`config.mk`:
```
export PLATFORM = sky130hd
export DESIGN_NAME = int16_q_format_quantizer
export DESIGN_NICKNAME = d
export VERILOG_FILES = /design/src/rtl/qfq_pkg.sv /design/src/rtl/qfq_ram.sv /design/src/rtl/qfq_datapath.sv /design/src/rtl/qfq_ctrl.sv /design/src/rtl/int16_q_format_quantizer.sv
export SDC_FILE = /design/constraint.sdc
export NUM_CORES = 2
export LEC_CHECK = 0
export BUFFER_PORTS_ARGS = -buffer_cell sky130_fd_sc_hd__buf_4
export CORE_ASPECT_RATIO = 1.2
export CORE_MARGIN = 2
export CORE_UTILIZATION = 55
export CTS_BUF_LIST = sky130_fd_sc_hd__clkbuf_4 sky130_fd_sc_hd__clkbuf_8
export CTS_CLUSTER_SIZE = 16
export DETAILED_ROUTE_END_ITERATION = 7
export HOLD_SLACK_MARGIN = 0.15
export PLACE_DENSITY = 0.67
export SYNTH_ARGS = -nofsm -noshare
export SYNTH_HDL_FRONTEND = slang
export SYNTH_SLANG_ARGS = --single-unit
```
`constraint.sdc`:
```
create_clock -name clk -period 7.3 [get_ports clk]
set_input_delay 0.73 -clock clk [delete_from_list [all_inputs] [get_ports clk]]
set_output_delay 0.73 -clock clk [all_outputs]
set_load 0.02 [all_outputs]
```
`src/rtl/qfq_pkg.sv`:
```
`timescale 1ns / 1ps
// ----------------------------------------------------------------------------
// qfq_pkg
// Shared types, constants and float helpers for the Q-format quantizer.
// ----------------------------------------------------------------------------
package qfq_pkg;

    localparam logic [31:0] FLT_MAX_BITS    = 32'h7F7F_FFFF;
    localparam logic [31:0] FLT_LOWEST_BITS = 32'hFF7F_FFFF;
    localparam logic [3:0]  Q_TOP           = 4'd15;
    localparam logic [15:0] SAT_HI          = 16'h7FFF;
    localparam logic [15:0] SAT_LO          = 16'h8000;
    localparam logic [7:0]  EXP_BIAS        = 8'd127;
    localparam logic [7:0]  EXP_SPECIAL     = 8'hFF;

    // Commands from the controller to the datapath.
    typedef struct packed {
        logic store;
        logic search_init;
        logic search_step;
        logic rd_issue;
        logic out_load;
        logic idx_inc;
        logic clear;
    } qfq_cmd_t;

    // Status from the datapath to the controller.
    typedef struct packed {
        logic fit;
        logic q_zero;
        logic count_zero;
        logic last_idx;
    } qfq_sts_t;

    function automatic logic flt_is_nan(input logic [31:0] a);
        return (a[30:23] == EXP_SPECIAL) && (a[22:0] != 23'd0);
    endfunction

    // IEEE less-than on bit patterns: false on NaN, and -0 equals +0.
    function automatic logic flt_lt(input logic [31:0] a, input logic [31:0] b);
        logic res;
        if (flt_is_nan(a) || flt_is_nan(b))
            res = 1'b0;
        else if ((a[30:0] == 31'd0) && (b[30:0] == 31'd0))
            res = 1'b0;
        else if (a[31] != b[31])
            res = a[31];
        else if (!a[31])
            res = a[30:0] < b[30:0];
        else
            res = a[30:0] > b[30:0];
        return res;
    endfunction

    // Lower bound -32768 * 2^-q as a float.
    function automatic logic [31:0] q_rmin(input logic [3:0] q);
        logic [7:0] ex;
        ex = EXP_BIAS + 8'd15 - {4'd0, q};
        return {1'b1, ex, 23'd0};
    endfunction

    // Upper bound 32767 * 2^-q as a float.
    function automatic logic [31:0] q_rmax(input logic [3:0] q);
        logic [7:0] ex;
        ex = EXP_BIAS + 8'd14 - {4'd0, q};
        return {1'b0, ex, 23'h7F_FE00};
    endfunction

    // value * 2^q, truncated toward zero, saturated to int16, NaN to zero.
    function automatic logic [15:0] flt_to_q16(input logic [31:0] v, input logic [3:0] q);
        logic signed [9:0] e;
        logic [4:0]  sh;
        logic [23:0] mag24;
        logic [15:0] mag;
        logic [15:0] res;
        e     = $signed({2'b00, v[30:23]}) - $signed({2'b00, EXP_BIAS})
                + $signed({6'd0, q});
        sh    = 5'(10'sd23 - e);
        mag24 = {1'b1, v[22:0]} >> sh;
        mag   = {1'b0, mag24[14:0]};
        if (v[30:23] == EXP_SPECIAL)
            res = (v[22:0] != 23'd0) ? 16'd0 : (v[31] ? SAT_LO : SAT_HI);
        else if (v[30:23] == 8'd0 || e < 10'sd0)
            res = 16'd0;
        else if (e >= 10'sd15)
            res = v[31] ? SAT_LO : SAT_HI;
        else
            res = v[31] ? (16'd0 - mag) : mag;
        return res;
    endfunction

endpackage

```
`src/rtl/qfq_ram.sv`:
```
`timescale 1ns / 1ps
// ----------------------------------------------------------------------------
// qfq_ram
// Generic single-write, single-read RAM with registered read data.
// ----------------------------------------------------------------------------
module qfq_ram #(
    parameter int WIDTH = 32,
    parameter int DEPTH = 64
) (
    input  logic                                   clk,
    input  logic                                   we,
    input  logic [((DEPTH > 1) ? $clog2(DEPTH) : 1)-1:0] waddr,
    input  logic [WIDTH-1:0]                       wdata,
    input  logic                                   re,
    input  logic [((DEPTH > 1) ? $clog2(DEPTH) : 1)-1:0] raddr,
    output logic [WIDTH-1:0]                       rdata
);

    logic [WIDTH-1:0] mem [DEPTH];

    // Write port and registered read port.
    always_ff @(posedge clk)
    begin
        if (we)
            mem[waddr] <= wdata;
        if (re)
            rdata <= mem[raddr];
    end

endmodule

```
`src/rtl/qfq_datapath.sv`:
```
`timescale 1ns / 1ps
// ----------------------------------------------------------------------------
// qfq_datapath
// Value store, running bounds, Q search and int16 conversion.
// ----------------------------------------------------------------------------
module qfq_datapath #(
    parameter int SET_DEPTH = 64
) (
    input  logic             clk,
    input  logic             rst_n,
    input  qfq_pkg::qfq_cmd_t cmd,
    output qfq_pkg::qfq_sts_t sts,
    input  logic [31:0]      value,
    output logic [15:0]      quantized,
    output logic [3:0]       q_format,
    output logic             range_exceeded,
    output logic             last_out
);
    import qfq_pkg::*;

    localparam int AW = (SET_DEPTH > 1) ? $clog2(SET_DEPTH) : 1;
    localparam int CW = $clog2(SET_DEPTH + 1);

    logic [CW-1:0] count_reg;
    logic [AW-1:0] idx_reg;
    logic [31:0]   min_reg;
    logic [31:0]   max_reg;
    logic [3:0]    q_reg;
    logic          exc_reg;
    logic [15:0]   quant_reg;
    logic          last_reg;
    logic [31:0]   rdata;
    logic          full;
    logic          do_store;
    logic [CW-1:0] idx_ext;

    assign full     = (count_reg == CW'(SET_DEPTH));
    assign do_store = cmd.store && !full;
    assign idx_ext  = CW'(idx_reg);

    qfq_ram #(
        .WIDTH(32),
        .DEPTH(SET_DEPTH)
    ) u_store (
        .clk  (clk),
        .we   (do_store),
        .waddr(count_reg[AW-1:0]),
        .wdata(value),
        .re   (cmd.rd_issue),
        .raddr(idx_reg),
        .rdata(rdata)
    );

    // Status toward the controller.
    assign sts.fit        = !flt_lt(min_reg, q_rmin(q_reg)) && !flt_lt(q_rmax(q_reg), max_reg);
    assign sts.q_zero     = (q_reg == 4'd0);
    assign sts.count_zero = (count_reg == '0);
    assign sts.last_idx   = (idx_ext == count_reg - CW'(1));

    // Set bookkeeping: count, bounds, Q search and read index.
    always_ff @(posedge clk or negedge rst_n)
    begin
        if (!rst_n)
        begin
            count_reg <= '0;
            min_reg   <= FLT_MAX_BITS;
            max_reg   <= FLT_LOWEST_BITS;
            q_reg     <= Q_TOP;
            exc_reg   <= 1'b0;
            idx_reg   <= '0;
        end
        else
        begin
            if (cmd.clear)
            begin
                count_reg <= '0;
                min_reg   <= FLT_MAX_BITS;
                max_reg   <= FLT_LOWEST_BITS;
            end
            else if (do_store)
            begin
                count_reg <= count_reg + CW'(1);
                if (flt_lt(value, min_reg))
                    min_reg <= value;
                if (flt_lt(max_reg, value))
                    max_reg <= value;
            end
            if (cmd.search_init)
            begin
                q_reg   <= Q_TOP;
                idx_reg <= '0;
            end
            else if (cmd.search_step)
            begin
                if (sts.fit)
                    exc_reg <= 1'b0;
                else if (sts.q_zero)
                    exc_reg <= 1'b1;
                else
                    q_reg <= q_reg - 4'd1;
            end
            else if (cmd.idx_inc)
                idx_reg <= idx_reg + AW'(1);
        end
    end

    // Output payload register.
    always_ff @(posedge clk)
    begin
        if (cmd.out_load)
        begin
            quant_reg <= flt_to_q16(rdata, q_reg);
            last_reg  <= sts.last_idx;
        end
    end

    assign quantized      = quant_reg;
    assign q_format       = q_reg;
    assign range_exceeded = exc_reg;
    assign last_out       = last_reg;

endmodule

```
`src/rtl/qfq_ctrl.sv`:
```
`timescale 1ns / 1ps
// ----------------------------------------------------------------------------
// qfq_ctrl
// Controller state machine: load, Q search and emission sequencing.
// ----------------------------------------------------------------------------
module qfq_ctrl (
    input  logic              clk,
    input  logic              rst_n,
    input  logic              in_valid,
    output logic              in_ready,
    input  logic              last,
    output logic              out_valid,
    input  logic              out_ready,
    output qfq_pkg::qfq_cmd_t cmd,
    input  qfq_pkg::qfq_sts_t sts
);
    import qfq_pkg::*;

    localparam logic [2:0] ST_LOAD   = 3'd0;
    localparam logic [2:0] ST_SEARCH = 3'd1;
    localparam logic [2:0] ST_READ   = 3'd2;
    localparam logic [2:0] ST_CONV   = 3'd3;
    localparam logic [2:0] ST_SEND   = 3'd4;

    logic [2:0] state_reg;
    logic [2:0] state_next;

    assign in_ready  = (state_reg == ST_LOAD);
    assign out_valid = (state_reg == ST_SEND);

    // Next state and command decode.
    always_comb
    begin
        state_next = state_reg;
        cmd        = '0;
        case (state_reg)
            ST_LOAD:
            begin
                if (in_valid)
                begin
                    cmd.store = 1'b1;
                    if (last)
                    begin
                        cmd.search_init = 1'b1;
                        state_next      = ST_SEARCH;
                    end
                end
            end
            ST_SEARCH:
            begin
                cmd.search_step = 1'b1;
                if (sts.fit || sts.q_zero)
                begin
                    if (sts.count_zero)
                    begin
                        cmd.clear  = 1'b1;
                        state_next = ST_LOAD;
                    end
                    else
                        state_next = ST_READ;
                end
            end
            ST_READ:
            begin
                cmd.rd_issue = 1'b1;
                state_next   = ST_CONV;
            end
            ST_CONV:
            begin
                cmd.out_load = 1'b1;
                state_next   = ST_SEND;
            end
            ST_SEND:
            begin
                if (out_ready)
                begin
                    if (sts.last_idx)
                    begin
                        cmd.clear  = 1'b1;
                        state_next = ST_LOAD;
                    end
                    else
                    begin
                        cmd.idx_inc = 1'b1;
                        state_next  = ST_READ;
                    end
                end
            end
            default:
                state_next = ST_LOAD;
        endcase
    end

    // State register.
    always_ff @(posedge clk or negedge rst_n)
    begin
        if (!rst_n)
            state_reg <= ST_LOAD;
        else
            state_reg <= state_next;
    end

`ifndef SYNTHESIS
    a_no_overlap: assert property (@(posedge clk) disable iff (!rst_n)
        !(in_ready && out_valid))
        else $error("input and output channels active together");
    a_clear_to_load: assert property (@(posedge clk) disable iff (!rst_n)
        cmd.clear |=> (state_reg == ST_LOAD))
        else $error("set clear did not return to load");
    a_read_then_conv: assert property (@(posedge clk) disable iff (!rst_n)
        (state_reg == ST_READ) |=> (state_reg == ST_CONV))
        else $error("read not followed by conversion");
    a_search_on_last: assert property (@(posedge clk) disable iff (!rst_n)
        (in_valid && in_ready && last) |=> (state_reg == ST_SEARCH))
        else $error("last request did not start Q search");
`endif

endmodule

```
`src/rtl/int16_q_format_quantizer.sv`:
```
`timescale 1ns / 1ps
// ----------------------------------------------------------------------------
// int16_q_format_quantizer
// Collects a set of float32 values, picks a common Q format and emits int16.
// ----------------------------------------------------------------------------
// Channel  Direction  Handshake             Payload
// in       input      in_valid / in_ready   value[31:0], last
// out      output     out_valid / out_ready quantized[15:0], q_format[3:0],
//                                           range_exceeded, last_out
//
// Loading takes one request per cycle. After the last request the Q search
// tries Q from 15 down to 0, one candidate Q per cycle in a single
// comparator pair. Each result then passes a store RAM read, a conversion
// into the output register, and the transfer, which output stalls hold.
// Input is not accepted while a set is being emitted; out stalls hold the
// current result. Reset empties the set; the store itself needs no clearing.
// ----------------------------------------------------------------------------
module int16_q_format_quantizer #(
    parameter int SET_DEPTH = 64
) (
    input  logic        clk,
    input  logic        rst_n,
    input  logic        in_valid,
    output logic        in_ready,
    input  logic [31:0] value,
    input  logic        last,
    output logic        out_valid,
    input  logic        out_ready,
    output logic [15:0] quantized,
    output logic [3:0]  q_format,
    output logic        range_exceeded,
    output logic        last_out
);
    import qfq_pkg::*;

    qfq_cmd_t cmd;
    qfq_sts_t sts;

    // Controller.
    qfq_ctrl u_ctrl (
        .clk      (clk),
        .rst_n    (rst_n),
        .in_valid (in_valid),
        .in_ready (in_ready),
        .last     (last),
        .out_valid(out_valid),
        .out_ready(out_ready),
        .cmd      (cmd),
        .sts      (sts)
    );

    // Datapath.
    qfq_datapath #(
        .SET_DEPTH(SET_DEPTH)
    ) u_dp (
        .clk           (clk),
        .rst_n         (rst_n),
        .cmd           (cmd),
        .sts           (sts),
        .value         (value),
        .quantized     (quantized),
        .q_format      (q_format),
        .range_exceeded(range_exceeded),
        .last_out      (last_out)
    );

endmodule
```
==> impl_metrics.toml <==
[status]
status = "finished clean"

[floorplan]
core_sq_um = 158000
die_x_microns = 368
die_h_microns = 441
die_area_sq_um = 163000
io_pins = 61
start_util = 0.553
rows = 160

[yosys]
synth-seq-area-share = 0.744
ys_top_cells_by_count = "2097 x edfxtp_1, 688 x mux4_2, 132 x nor2_1"
syn_area_sq_um = 87600
synth_edf_count = 2097
syn_area_per_cell_sq_um = 21.9
yosysTopAreaCell = "edfxtp_1"
async_reset_ff_frac = 0.0390
yosysMostFrequentCell = "edfxtp_1"
yosys_warnings = 0
yosys_register_bits = 2182
synth_cell_types = 79
netlist.area_leader.share = 0.719
synth_nets = 4142
netlist_top_cells_area = "edfxtp_1 72%, mux4_2 18%, dfstp_2 1.9%, ha_1 1.4%, dfrtp_1 0.57%"
synth_cells = 4008
synth_ff_type = "edfxtp_1"

[worst_hold_path]
hold_path_class = "input port to register"

[clocking]
clk_latency_ns = 1.04
ctsRootBufferMaster = "clkbuf_8"
post_cts_buffers = 0
clk_pin_slew_ns = 0.06
cts_made_buffers = 341
cts.path.max_buffers = 4
tritoncts = "yes"
cts.sinks = 2182
clock_tree.htree_level_count = 5
cts_resized = 0

[finish]
fin_cells = 6684
area_growth_pct = 11.9
largest_reg_flops = 2048
nets = 4466
fillers = 10800
drive_above_1_share = 0.336
regMostFlops = "u_dp.u_store.mem"
stdcell_area_sq_um = 98000
final_util = 0.619

[sta]
period_minus_slack_ns = 4.51
worst_pin_slew_ns = 1.19
hold_viol = 0
slew_headroom = 0.202
grt_setup_unrepaired = "false"
fmax_mhz = 222
final.period_utilization = 0.618
setup_viol = 0
slew_violations = 0
fin_worst_skew_ns = 0.0683
setup_tns_ns = 0

[placement]
numPortBuffers = 60
dp_hpwl_microns = 124000
routabilityCongestion = 0.882
dpl_cell_area_sq_um = 91400
dp.cells = 6077

[detailed_routing]
routed_wl_microns = 218000
postRouteAntennaNets = 0
vias_per_cell = 6.45
dr.pass1.iters = 6
drtIter0Drc = 5173
drc_errors = 0
wl_per_cell_microns = 32.6
num_vias = 43100

[global_routing]
top_usage_layer = "met2"
grt-ovfl-total = 0
track_usage = 0.272
grt_max_degree = 120
grtUsageMet1 = 0.366
met2_usage = 0.434
grt_pass1_wl_microns = 311000
grt_antenna_before_repair = 31
use_met3 = 0.0718
grt_pass1_vias = 43600

[job]
maxCapViolations = 0

[critical_path]
required_ns = 8.03
worst-setup-path-type = "register to register"
reg2reg_slack_ns = 2.79
worst_setup_path_end_kind = "register"
cp.arrival_ns = 5.24
cp-start-kind = "register"
crit_fanout = 22

[power]
power.leakage_nw = 30.5
power_mw = 31.9
peakVddDrop_v = 0.000249
p_per_area_nw_per_um2 = 326
-- cells by family after synthesis --
kind of cell / count (synthesis) / synth area share
AOI/OAI and AO/OA: 224 / 0.0184
xor gates and xnor gates: 37 / 0.00443
adders and majority gates: 97 / 0.0139
buffers and inverters: 303 / 0.0134
DFF: 2182 / 0.744
muxes: 722 / 0.181
and+or+nand+nor: 443 / 0.0250
-- cell usage in the layout, fill, tap and decap left out, types with 12 or more instances in the layout --
cell / n
buf_4: 160
o21ai_0: 20
and3_1: 12
nand4_1: 33
nor2_4: 64
clkinv_1: 86
clkbuf_4: 87
edfxtp_1: 2097
o31a_1: 23
dfstp_2: 65
a21oi_1: 64
nor4_1: 60
dlygate4sd3_1: 18
nor3_1: 18
o211ai_1: 19
nand3_1: 71
xnor2_1: 22
mux4_2: 688
nor2_1: 65
clkinv_2: 39
nand2_1: 69
clkbuf_8: 356
dfrtp_1: 14
a21o_1: 17
mux2i_1: 31
inv_1: 95
ha_1: 96
-- metal layers --
| layer | vias up | routed length [microns] |
|---|---|---|
| met5 | - | 94 |
| met4 | 14 | 7460 |
| met3 | 406 | 21200 |
| met2 | 2091 | 106000 |
| met1 | 22900 | 83100 |
| li1 | 17700 | - |
-- stage by stage --
stage,setup slack (ns),hold WS [ns]
global route,2.56,0.219
CTS,2.81,0.157
finish,2.79,0.257
global placement,2.58,0.501
detailed placement,2.60,0.514
floorplan,3.25,0.434
-- cell type report --
type / count / area (sq um) / area share
inverters: 95 / 357 / 0.00364
diodes: 5 / 12.5 / 0.000128
flip-flops and latches: 2182 / 65200 / 0.665
clock buffers: 443 / 5550 / 0.0567
well taps: 2106 / 2640 / 0.0269
repair buffers: 189 / 1600 / 0.0163
clock inverters: 141 / 891 / 0.00909
multi-input cells: 1523 / 21800 / 0.222
-- critical path, stage by stage (launching register included) --
cell	delay, ns
dfrtp_1	0.53
inv_1	0.15
ha_1	0.25
nor3b_1	0.19
nand3_1	0.13
and3_1	0.37
nor2b_1	0.27
nand3_1	0.78
nor2_4	1.15
buf_4	0.39
-- final timing paths --
kind                                             to  depth (start not counted)         startpoint
max in group asynchronous           u_dp.idx_reg[0]                          3              rst_n
setup reg to reg           u_dp.u_store.mem[11][23]                          9  u_dp.count_reg[0]
setup / recovery           u_dp.u_store.mem[11][23]                          9  u_dp.count_reg[0]
min in group asynchronous           u_dp.idx_reg[1]                          3              rst_n
hold / removal                     u_dp.min_reg[27]                          3          value[27]
hold reg to reg                    u_dp.max_reg[31]                          2   u_dp.max_reg[31]
-- where the power goes --
part | internal, mW | switching, mW | total, mW | leakage (nW)
clock network | 5.33 | 4.60 | 9.93 | 3.41
logic | 3.22 | 3.97 | 7.19 | 7.29
registers | 14.3 | 0.445 | 14.8 | 19.8
-- what timing repair did --
| item | CTS | global route |
|---|---|---|
| setup endpoints to repair | 0 | 0 |
| hold endpoints to repair | 140 | 0 |
| hold buffers | 18 | 0 |
Power figures use the tool's default switching activity.
